**src/sle_pkg.sv**
```systemverilog
// ---------------------------------------------------------------------------
// sle_pkg: shared types and codes of the sorted list engine
// Command and status codes, payload widths and the queue entry type.
// ---------------------------------------------------------------------------
package sle_pkg;

   localparam int unsigned CapacityDefault = 16;
   localparam int unsigned ValueWidth      = 32;
   localparam int unsigned CommandWidth    = 3;
   localparam int unsigned StatusWidth     = 2;
   localparam int unsigned LengthWidth     = 5;

   localparam logic [CommandWidth-1:0] CMD_INSERT = 3'd0;
   localparam logic [CommandWidth-1:0] CMD_DELETE = 3'd1;
   localparam logic [CommandWidth-1:0] CMD_LOOKUP = 3'd2;
   localparam logic [CommandWidth-1:0] CMD_CLEAR  = 3'd3;
   localparam logic [CommandWidth-1:0] CMD_REWIND = 3'd4;
   localparam logic [CommandWidth-1:0] CMD_READ   = 3'd5;

   localparam logic [StatusWidth-1:0] ST_OK        = 2'd0;
   localparam logic [StatusWidth-1:0] ST_NOT_FOUND = 2'd1;
   localparam logic [StatusWidth-1:0] ST_FULL      = 2'd2;
   localparam logic [StatusWidth-1:0] ST_EMPTY     = 2'd3;

   // Decoded operation handed from front to back.
   typedef struct packed {
      logic              op_insert;
      logic              op_delete;
      logic              op_lookup;
      logic              op_clear;
      logic              op_rewind;
      logic              op_read;
      logic signed [ValueWidth-1:0] value;
   } op_type;

endpackage

```
**src/sle_if.sv**
```systemverilog
// ---------------------------------------------------------------------------
// sle_req_if / sle_rsp_if: request and response channels
// Valid/ready channels carrying the request and result payloads.
// ---------------------------------------------------------------------------
interface sle_req_if;
   logic                                        valid;
   logic                                        ready;
   logic [sle_pkg::CommandWidth-1:0]            command;
   logic signed [sle_pkg::ValueWidth-1:0]       value;
   modport source (output valid, command, value, input ready);
   modport sink   (input valid, command, value, output ready);
endinterface

interface sle_rsp_if;
   logic                                        valid;
   logic                                        ready;
   logic [sle_pkg::StatusWidth-1:0]             status;
   logic                                        found;
   logic signed [sle_pkg::ValueWidth-1:0]       entry_value;
   logic [sle_pkg::LengthWidth-1:0]             length;
   modport source (output valid, status, found, entry_value, length, input ready);
   modport sink   (input valid, status, found, entry_value, length, output ready);
endinterface

```
**src/sorted_list_engine_core.sv**
```systemverilog
// ---------------------------------------------------------------------------
// sorted_list_engine_core: sorted table of signed values
// Front end queues decoded requests; back end keeps the ordered cells.
// ---------------------------------------------------------------------------
// channel  | dir | signals
// req      | in  | valid, ready, command[2:0], value[31:0]
// rsp      | out | valid, ready, status[1:0], found, entry_value[31:0], length[4:0]
//
// One request per cycle sustained while the response is not stalled. A request
// waits in the front queue and the back end registers its result at the edge
// that pops it. The back end compares and shifts over all cells in parallel.
// Synchronous reset clears count, cursor and handshake state; cell contents are
// not cleared. A stalled response holds the back end, and the queue then fills
// and drops req_ready.
// ---------------------------------------------------------------------------
module sorted_list_engine_core #(
   parameter int unsigned CAPACITY = sle_pkg::CapacityDefault
) (
   input logic      clock,
   input logic      reset,
   sle_req_if.sink  req,
   sle_rsp_if.source rsp
);

   logic            q_valid, q_ready;
   sle_pkg::op_type q_op;

   sle_front u_front (
      .clock, .reset,
      .req_valid(req.valid), .req_ready(req.ready),
      .req_command(req.command), .req_value(req.value),
      .q_valid, .q_ready, .q_op
   );

   sle_back #(.CAPACITY(CAPACITY)) u_back (
      .clock, .reset,
      .q_valid, .q_ready, .q_op,
      .rsp_valid(rsp.valid), .rsp_ready(rsp.ready),
      .rsp_status(rsp.status), .rsp_found(rsp.found),
      .rsp_entry_value(rsp.entry_value), .rsp_length(rsp.length)
   );

endmodule

```
**src/sle_front.sv**
```systemverilog
// ---------------------------------------------------------------------------
// sle_front: request decode and two-entry queue
// Accepts requests, decodes the command and queues it for the back end.
// ---------------------------------------------------------------------------
module sle_front (
   input  logic                clock,
   input  logic                reset,
   input  logic                req_valid,
   output logic                req_ready,
   input  logic [sle_pkg::CommandWidth-1:0]      req_command,
   input  logic signed [sle_pkg::ValueWidth-1:0] req_value,
   output logic                q_valid,
   input  logic                q_ready,
   output sle_pkg::op_type     q_op
);

   sle_pkg::op_type slot_ff [2];
   sle_pkg::op_type dec;
   logic [1:0] fill_ff, fill_in;
   logic       wptr_ff, rptr_ff;
   logic       push, pop;

   // Decode the command into one-hot operation flags; undefined codes set none
   always_comb begin
      dec = '0;
      dec.value = req_value;
      unique case (req_command)
         sle_pkg::CMD_INSERT: dec.op_insert = 1'b1;
         sle_pkg::CMD_DELETE: dec.op_delete = 1'b1;
         sle_pkg::CMD_LOOKUP: dec.op_lookup = 1'b1;
         sle_pkg::CMD_CLEAR:  dec.op_clear  = 1'b1;
         sle_pkg::CMD_REWIND: dec.op_rewind = 1'b1;
         sle_pkg::CMD_READ:   dec.op_read   = 1'b1;
         default: ;
      endcase
   end

   assign req_ready = (fill_ff != 2'd2);
   assign push      = req_valid && req_ready;
   assign q_valid   = (fill_ff != 2'd0);
   assign pop       = q_valid && q_ready;
   assign q_op      = slot_ff[rptr_ff];
   assign fill_in   = fill_ff + {1'b0, push} - {1'b0, pop};

   // Advance queue pointers and count
   always_ff @(posedge clock) begin
      if (reset) begin
         fill_ff <= '0;
         wptr_ff <= 1'b0;
         rptr_ff <= 1'b0;
      end else begin
         fill_ff <= fill_in;
         if (push) wptr_ff <= ~wptr_ff;
         if (pop)  rptr_ff <= ~rptr_ff;
      end
   end

   // Hold queued payloads
   always_ff @(posedge clock) begin
      if (push) slot_ff[wptr_ff] <= dec;
   end

endmodule

```
**src/sle_back.sv**
```systemverilog
// ---------------------------------------------------------------------------
// sle_back: sorted cell array and result register
// Compares all cells in parallel, shifts on insert or delete, drives results.
// ---------------------------------------------------------------------------
module sle_back #(
   parameter int unsigned CAPACITY = sle_pkg::CapacityDefault
) (
   input  logic                clock,
   input  logic                reset,
   input  logic                q_valid,
   output logic                q_ready,
   input  sle_pkg::op_type     q_op,
   output logic                rsp_valid,
   input  logic                rsp_ready,
   output logic [sle_pkg::StatusWidth-1:0]       rsp_status,
   output logic                                  rsp_found,
   output logic signed [sle_pkg::ValueWidth-1:0] rsp_entry_value,
   output logic [sle_pkg::LengthWidth-1:0]       rsp_length
);

   localparam int unsigned CW = $clog2(CAPACITY + 1);
   localparam int unsigned IW = (CAPACITY > 1) ? $clog2(CAPACITY) : 1;

   logic signed [sle_pkg::ValueWidth-1:0] cell_ff [CAPACITY];
   logic signed [sle_pkg::ValueWidth-1:0] cell_in [CAPACITY];
   logic [CW-1:0] count_ff, count_in;
   logic [CW-1:0] cursor_ff, cursor_in;
   logic [CAPACITY-1:0] lt_vec, eq_vec, valid_vec;
   logic [CAPACITY-1:0] del_mask;
   logic [CW-1:0] ins_pos;
   logic          hit;
   logic signed [sle_pkg::ValueWidth-1:0] read_val;
   logic [CW-1:0] rd_idx;
   logic          go;
   logic [sle_pkg::StatusWidth-1:0] st_in;
   logic          found_in;
   logic signed [sle_pkg::ValueWidth-1:0] ev_in;
   logic          full, empty;

   assign full    = (count_ff == CW'(CAPACITY));
   assign empty   = (count_ff == '0);
   assign q_ready = !rsp_valid || rsp_ready;
   assign go      = q_valid && q_ready;

   // Compare every live cell against the key
   always_comb begin
      for (int i = 0; i < CAPACITY; i++) begin
         valid_vec[i] = (CW'(i) < count_ff);
         lt_vec[i]    = valid_vec[i] && (cell_ff[i] < q_op.value);
         eq_vec[i]    = valid_vec[i] && (cell_ff[i] == q_op.value);
      end
      ins_pos = CW'($countones(lt_vec));
      hit     = |eq_vec;
      // cells at or past the first match move down on delete
      del_mask[0] = eq_vec[0];
      for (int i = 1; i < CAPACITY; i++) del_mask[i] = del_mask[i-1] | eq_vec[i];
   end

   assign rd_idx   = (cursor_ff >= count_ff) ? '0 : cursor_ff;
   assign read_val = cell_ff[rd_idx[IW-1:0]];

   // Next state of cells, count, cursor and result
   always_comb begin
      for (int i = 0; i < CAPACITY; i++) cell_in[i] = cell_ff[i];
      count_in  = count_ff;
      cursor_in = cursor_ff;
      st_in     = sle_pkg::ST_OK;
      found_in  = 1'b0;
      ev_in     = '0;
      priority if (q_op.op_insert) begin
         if (full) st_in = sle_pkg::ST_FULL;
         else begin
            for (int i = 0; i < CAPACITY; i++) begin
               if (CW'(i) == ins_pos) cell_in[i] = q_op.value;
               else if (CW'(i) > ins_pos && i > 0) cell_in[i] = cell_ff[i-1];
            end
            count_in = count_ff + 1'b1;
         end
      end else if (q_op.op_delete || q_op.op_lookup) begin
         if (!hit) st_in = sle_pkg::ST_NOT_FOUND;
         else begin
            found_in = 1'b1;
            ev_in    = q_op.value;
            if (q_op.op_delete) begin
               for (int i = 0; i + 1 < CAPACITY; i++)
                  if (del_mask[i]) cell_in[i] = cell_ff[i+1];
               count_in = count_ff - 1'b1;
            end
         end
      end else if (q_op.op_clear) begin
         count_in  = '0;
         cursor_in = '0;
      end else if (q_op.op_rewind) begin
         cursor_in = '0;
      end else if (q_op.op_read) begin
         if (empty) st_in = sle_pkg::ST_EMPTY;
         else begin
            ev_in     = read_val;
            cursor_in = rd_idx + 1'b1;
         end
      end
   end

   // Update control state
   always_ff @(posedge clock) begin
      if (reset) begin
         count_ff  <= '0;
         cursor_ff <= '0;
         rsp_valid <= 1'b0;
      end else begin
         if (go) begin
            count_ff  <= count_in;
            cursor_ff <= cursor_in;
         end
         if (go) rsp_valid <= 1'b1;
         else if (rsp_ready) rsp_valid <= 1'b0;
      end
   end

   // Hold cells and result payload
   always_ff @(posedge clock) begin
      if (go) begin
         for (int i = 0; i < CAPACITY; i++) cell_ff[i] <= cell_in[i];
         rsp_status      <= st_in;
         rsp_found       <= found_in;
         rsp_entry_value <= ev_in;
         rsp_length      <= sle_pkg::LengthWidth'(count_in);
      end
   end

endmodule

```
**src/flat_wrapper.sv**
```systemverilog
// flat-port wrapper written by rule: the top's interface ports become plain ports
module sorted_list_engine_core_flat 
#(
   parameter int unsigned CAPACITY = sle_pkg::CapacityDefault
)
  (clock, reset, req_valid, req_command, req_value, req_ready, rsp_valid, rsp_status, rsp_found, rsp_entry_value, rsp_length, rsp_ready);
  sle_req_if req_i ();
  sle_rsp_if rsp_i ();
  input logic clock;
  input logic reset;
  input wire logic [$bits(req_i.valid)-1:0] req_valid;
  input wire logic [$bits(req_i.command)-1:0] req_command;
  input wire logic [$bits(req_i.value)-1:0] req_value;
  output wire logic [$bits(req_i.ready)-1:0] req_ready;
  output wire logic [$bits(rsp_i.valid)-1:0] rsp_valid;
  output wire logic [$bits(rsp_i.status)-1:0] rsp_status;
  output wire logic [$bits(rsp_i.found)-1:0] rsp_found;
  output wire logic [$bits(rsp_i.entry_value)-1:0] rsp_entry_value;
  output wire logic [$bits(rsp_i.length)-1:0] rsp_length;
  input wire logic [$bits(rsp_i.ready)-1:0] rsp_ready;
  assign req_i.valid = req_valid;
  assign req_i.command = req_command;
  assign req_i.value = req_value;
  assign req_ready = req_i.ready;
  assign rsp_valid = rsp_i.valid;
  assign rsp_status = rsp_i.status;
  assign rsp_found = rsp_i.found;
  assign rsp_entry_value = rsp_i.entry_value;
  assign rsp_length = rsp_i.length;
  assign rsp_i.ready = rsp_ready;
  sorted_list_engine_core #(.CAPACITY(CAPACITY)) u_core (.clock(clock), .reset(reset), .req(req_i), .rsp(rsp_i));
endmodule
```
**config.mk**
```make
export PLATFORM = sky130hd
export DESIGN_NAME = sorted_list_engine_core_flat
export DESIGN_NICKNAME = d
export VERILOG_FILES = /design/src/sle_pkg.sv /design/src/sle_if.sv /design/src/sorted_list_engine_core.sv /design/src/sle_front.sv /design/src/sle_back.sv /design/src/flat_wrapper.sv
export SDC_FILE = /design/constraint.sdc
export NUM_CORES = 2
export LEC_CHECK = 0
export ABC_AREA = 0
export BUFFER_PORTS_ARGS = -buffer_cell sky130_fd_sc_hd__buf_2
export CAP_MARGIN = 10
export CELL_PAD_IN_SITES_DETAIL_PLACEMENT = 0
export CELL_PAD_IN_SITES_GLOBAL_PLACEMENT = 1
export CORE_ASPECT_RATIO = 2
export CORE_UTILIZATION = 46
export DETAILED_ROUTE_END_ITERATION = 16
export GPL_ROUTABILITY_DRIVEN = 0
export PLACE_DENSITY_LB_ADDON = 0.1
export REMOVE_ABC_BUFFERS = 1
export SETUP_SLACK_MARGIN = 0.4
export SLEW_MARGIN = 20
export SYNTH_ARGS = -nofsm -noshare
export SYNTH_HDL_FRONTEND = slang
export SYNTH_SLANG_ARGS = --single-unit
export TNS_END_PERCENT = 20
```
**constraint.sdc**
```tcl
create_clock -name clock -period 10.8 [get_ports clock]
set_clock_uncertainty 0.1 [all_clocks]
set_input_delay 2.7 -clock clock [delete_from_list [all_inputs] [get_ports clock]]
set_output_delay 2.7 -clock clock [all_outputs]
set_load 0.1 [all_outputs]
```
## Word level (Yosys, flattened, before mapping)

Memory sizes are Yosys's and may differ from the RTL's. A register that Yosys moved wholly into a read port is not among the register bits.
Index checks and enable logic that the tools add are counted.

| word-level totals | value |
|---|---|
| RAM bits | 588 |
| memories | 2 |
| output and inout bits | 42 |
| bits of input ports | 39 |
| register bits | 55 |
| logic and storage cells | 275 |

| operators by class | value |
|---|---|
| reductions and logical operators | 46 |
| order comparisons | 48 |
| mux-type cells | 92 |
| bitwise gates (word level) | 18 |
| equal/unequal tests | 39 |
| $add $sub $neg | 20 |

Memory list:

| memory | words | bits a word | rd ports | clocked after memory_dff | wr ports | RTL line | text |
|---|---|---|---|---|---|---|---|
| u_core.u_back.cell_ff | 16 | 32 | 17 | 0 | 16 | sle_back.sv:24 | `logic signed [sle_pkg::ValueWidth-1:0] cell_ff [CAPACITY];` |
| u_core.u_front.slot_ff | 2 | 38 | 1 | 1 | 1 | sle_front.sv:17 | `sle_pkg::op_type slot_ff [2];` |

Operators by type and width:

| cell | count |
|---|---|
| 2-to-1 mux 480 bit | 4 |
| 2-to-1 mux 32 bit | 53 |
| == test 32 bit | 16 |
| < comparator 32 bit | 16 |
| 2-to-1 mux 512 bit | 1 |
| 2-to-1 mux 5 bit | 11 |
| == test 4 x 5 -> 1 bit (first input constant) | 8 |
| > comparator 4 x 5 -> 1 bit (first input constant) | 8 |
| < comparator 4 x 5 -> 1 bit (first input constant) | 8 |
| logical AND 1 bit | 34 |
| == test 3 x 5 -> 1 bit (first input constant) | 4 |
| > comparator 3 x 5 -> 1 bit (first input constant) | 4 |
| < comparator 3 x 5 -> 1 bit (first input constant) | 4 |
| adder 1 x 1 -> 2 bit | 8 |
| 2-to-1 mux 1 bit | 16 |
| OR reduction 16 bit | 1 |
| 2-to-1 mux 2 bit | 7 |
| OR 1 bit | 14 |
| adder 2 x 2 -> 3 bit | 4 |
| adder 5 x 1 -> 5 bit (second input constant) | 2 |
| == test 2 x 5 -> 1 bit (first input constant) | 2 |
| > comparator 2 x 5 -> 1 bit (first input constant) | 2 |
| zero test 5 bit | 2 |
| < comparator 1 x 5 -> 1 bit (first input constant) | 2 |
| other kinds (23) | 32 |

## Logic depth before layout (Yosys ltp)

An unclocked memory read counts as a cell.

| logic depth | value |
|---|---|
| depth after elaboration | 22 |
| depth in mapped cells | 32 |
| depth with buffers taken out | 27 |

## Modules after synthesis

Synthesis repeated with hierarchy kept, for this count alone.

| unflattened totals | value |
|---|---|
| cell total of the unflattened synthesis | 4497 |
| area, all modules | 47849.6 sq um |

Modules (own cells, without submodules):

| module | sequential area each (sq um) | instances | cells an instance | area an instance (sq um) |
|---|---|---|---|---|
| sle_back | 16796.1 | 1 | 4344 | 44711.6 |
| sle_front | 2382.3 | 1 | 153 | 3138.0 |

## Least setup slack after synthesis

OpenSTA, ideal clock, no wires.

| path | value |
|---|---|
| path type | register -> register |
| from | reg (tool-made name) |
| to | mem u_core.u_back.cell_ff[8][0] (netlist name), enable pin |
| arrival | 10434 ps |
| path buffers | 6 |
| period minus slack after synthesis | 11014 ps |
| setup time | 480 ps |
| required time | 10220 ps |
| cell stages (with the launch flop) | 30 |
| path slack | -214 ps |
| cell sequence | dfxtp_1 buf_4 buf_2 mux2i_1 clkbuf_1 ha_1 a21o_1 a21o_1 a21oi_1 nor2_1 a2111oi_0 o211ai_1 a2111oi_0 mux2i_1 fa_1 fa_1 inv_1 fa_1 inv_1 fa_1 ha_1 fa_1 a21o_1 and2_0 clkbuf_1 nor3_2 nand2_1 clkbuf_1 clkbuf_1 a311oi_1 |

RTL lines:

| element | RTL line |
|---|---|
| end: declaration | sle_back.sv:24 |

==> results.cfg <==
[global_routing]
grt_first_pass_wirelength_mm = 274
grt_usage_pct = 35.2
antenna_found_initial = 2
gr-total-overflow = 0
grt_max_degree = 221
grt_pass1_vias = 41552

[power_and_ir_drop]
ir_worst_vdd_v = 0.000193
p_leak_nw = 20.2
p_int_mw = 6.67
switching_power_mw = 5.26
pwr-share-seq_pct = 32.4
pwr-share-clk_pct = 21.9
p_comb_share_pct = 45.8
p_sw_share_pct = 44.1
powerDensity_nw_per_um2 = 225

[synth]
netlist_instances = 5234
postSynthRegisterBits = 644
synthMostInstantiatedCell = o21ai_0
yosysUniqueCellTypes = 83
ys_seq_area_share_pct = 39.9
ys_async_sr_fraction_pct = 0
synth_top_flop_cell = edfxtp_1
netlist_top_cells_count = 842 x o21ai_0, 781 x nand2_1, 628 x edfxtp_1
synthSimpleGateAreaFrac_pct = 15.0
synth_top_family_by_area = compound AO/OA/AOI/OAI gates
synth_fa_ha_area_share_pct = 14.2
synth_compound_area_share_pct = 21.8
yosys.area_share.xor_xnor_pct = 0.180
yosys.area.top_type = edfxtp_1
syn_avg_cell_area_um2 = 9.17
synth_edf_count = 628
syn_area_um2 = 48000
yosysTopAreaCellShare_pct = 39.3
muxShareOfSynthArea_pct = 5.39
yosysWarnings = 0
synth_area_leaders = edfxtp_1 39%, ha_1 14%, o21ai_0 8.8%, nand2_1 6.1%, a21oi_1 4.3%

[cts]
cts_buffers = 70
htree_levels = 3
numClockSinks = 644
path_clk_slew_ns = 0.06
cts_setup_buffers = 0
cts_tree = yes
clock_path_buffers = 3
clkLatencyLatePin_ns = 0.69
cts_root_buffer = clkbuf_16
ctsHoldBuffers = 0
cts_resized = 0

[worst_setup_path]
endpoint_kind = flop
path_class = flop to flop
critPathSlowestCell = dfxtp_4
slowest_delay_ns = 0.76
arrival_ns = 10.05
critPathRequiredTime_ns = 11.00
worstSetupStartpointType = flop
worst-path-buf-inv = 4
critPathTopFamily = adder cells
crit_top_cell = fa_1
path_max_fanout = 32
r2r_slack_ns = 0.95
cp_cell_sequence = buf_4 -> mux2i_4 -> buf_4 -> ha_1 -> nand4_1 -> nor3_1 -> o21ai_0 -> a21oi_1 -> mux2i_1 -> fa_1 -> fa_1 -> fa_1 -> inv_1 -> fa_1 -> ha_1 -> fa_1 -> xnor2_1 -> nand3_1 -> a21oi_1 -> a21oi_1 -> nor2_4 -> buf_4

[sta]
worstMarginPinSlew_ns = 1.34
max_freq_mhz = 101
period_share_pct = 91.2
hold_viol = 0
setup_ws_ns = 0.946
rsz0062_at_grt = no
layout_min_cycle_time_ns = 9.85
max-slew-margin-rel_pct = 10.9
setup_viol = 0
finalMaxSlewViolations = 0

[flow_run]
cap_violations = 0

[floorplan]
io_pins = 81
rows = 167
die_x_um = 230
die_h_um = 459
initial_utilization_pct = 46.4
core_area_um2 = 103000
die_area_um2 = 106000

[placement]
place_ws_ns = 1.00
dp_hpwl_mm = 135
port_buffers = 80

[drt]
drt_first_iter_violations = 4509
drc = 0
drtPass1Iterations = 6
drt.antenna.violating_nets = 0
vias = 42340
wl_per_cell_um = 28.5
vias_per_cell = 6.43
routed_wirelength_mm = 188

[hold_path]
hold_path.class = flop to flop
hp-start = u_core.u_back.rsp_valid$_SDFFE_PP0P_

[layout]
syn_to_final_growth_pct = 10.3
drive_above_1_share_pct = 9.58
nNetsFinal = 5752
postLayoutCoreUtil_pct = 51.2

[outcome]
status = finished clean
## layout by cell type (no fill, tap or decap), types with 121 or more instances in the layout
cell,Yosys,final
edfxtp_1,628,628
o21ai_0,842,842
nor2_1,340,333
ha_1,528,528
a21oi_1,415,414
mux2i_1,154,121
a21o_1,156,156
nand2_1,781,777
buf_4,8,137
nand4_1,143,143
## metal layers
layer	wire length [um]	global-route usage, %	vias to the layer above
met5	11	0	-
met4	13800	23.5	2
met3	10200	3.70	498
met2	94400	61.3	1795
met1	69100	40.6	20467
li1	-	-	19578
## path summary, 6_finish.rpt
| kind | end | cells past startpoint |
|---|---|---|
| worst min-delay path | u_core.u_back.rsp_valid$_SDFFE_PP0P_ | 2 |
| worst min register to register | u_core.u_back.rsp_valid$_SDFFE_PP0P_ | 2 |
| worst max register to register | u_core.u_back.cell_ff[2][26]$_DFFE_PP_ | 22 |
| worst max-delay path | u_core.u_back.cell_ff[2][26]$_DFFE_PP_ | 22 |
## registers in the layout, summed over array words and instances (netlist names), named ones only
name	cells
u_core.u_back.rsp_found	1
u_core.u_front.rptr_ff	1
u_core.u_front.wptr_ff	1
u_core.u_back.cursor_ff	5
u_core.u_back.cell_ff	512
u_core.u_back.rsp_entry_value	32
u_core.u_front.slot_ff	76
u_core.u_back.rsp_valid	1
u_core.u_front.fill_ff	2
u_core.u_back.rsp_status	2
u_core.u_back.count_ff	5
u_core.u_back.rsp_length	5
## cell families after synthesis
group | count (synthesis)
AOI/OAI and AO/OA | 1791
and+or+nand+nor | 1609
DFF | 644
adders and majority gates | 538
buffers and inverters | 428
muxes | 215
xor gates and xnor gates | 9
## power by group through the flow
| stage | Clock (mW) | Combinational [mW] | Sequential (mW) |
|---|---|---|---|
| floorplan | 0 | 3.54 | 4.16 |
| global placement | 0 | 5.30 | 3.89 |
| detailed placement | 0 | 5.39 | 3.90 |
| CTS | 2.65 | 5.40 | 3.85 |
| global route | 2.72 | 5.94 | 3.89 |
| finish | 2.61 | 5.46 | 3.86 |
## through the flow
| stage | area (um2) | hold slack [ns] | TNS (ns) | std cells | total power, mW |
|---|---|---|---|---|---|
| finish | 52900 | 0.390 | 0 | 6585 | 11.9 |
| global route | 52900 | 0.428 | 0 | 6585 | 12.6 |
| CTS | 52900 | 0.391 | 0 | 6584 | 11.9 |
| detailed placement | 50600 | 0.383 | 0 | 6455 | 9.29 |
| global placement | 50600 | 0.381 | 0 | 6455 | 9.19 |
| floorplan | 46600 | 0.347 | -8704.94 | 4876 | 7.70 |
## layout make-up
cell class / count / area (um2)
antenna: 1 / 2.50
clock buffer: 85 / 1890
clock inverter: 44 / 460
fill: 9734 / 50500
inverter: 70 / 263
multi-input combinational: 4162 / 27800
sequential: 644 / 19200
tap: 1352 / 1690
timing repair buffer: 227 / 1630
## tightest hold or removal path, delay by kind of cell (launching register included)
family,cells,cell delay (ns)
compound gates,1,0.06
flops,1,0.31
simple gates,1,0.08
(Power assumes the default switching activity.)
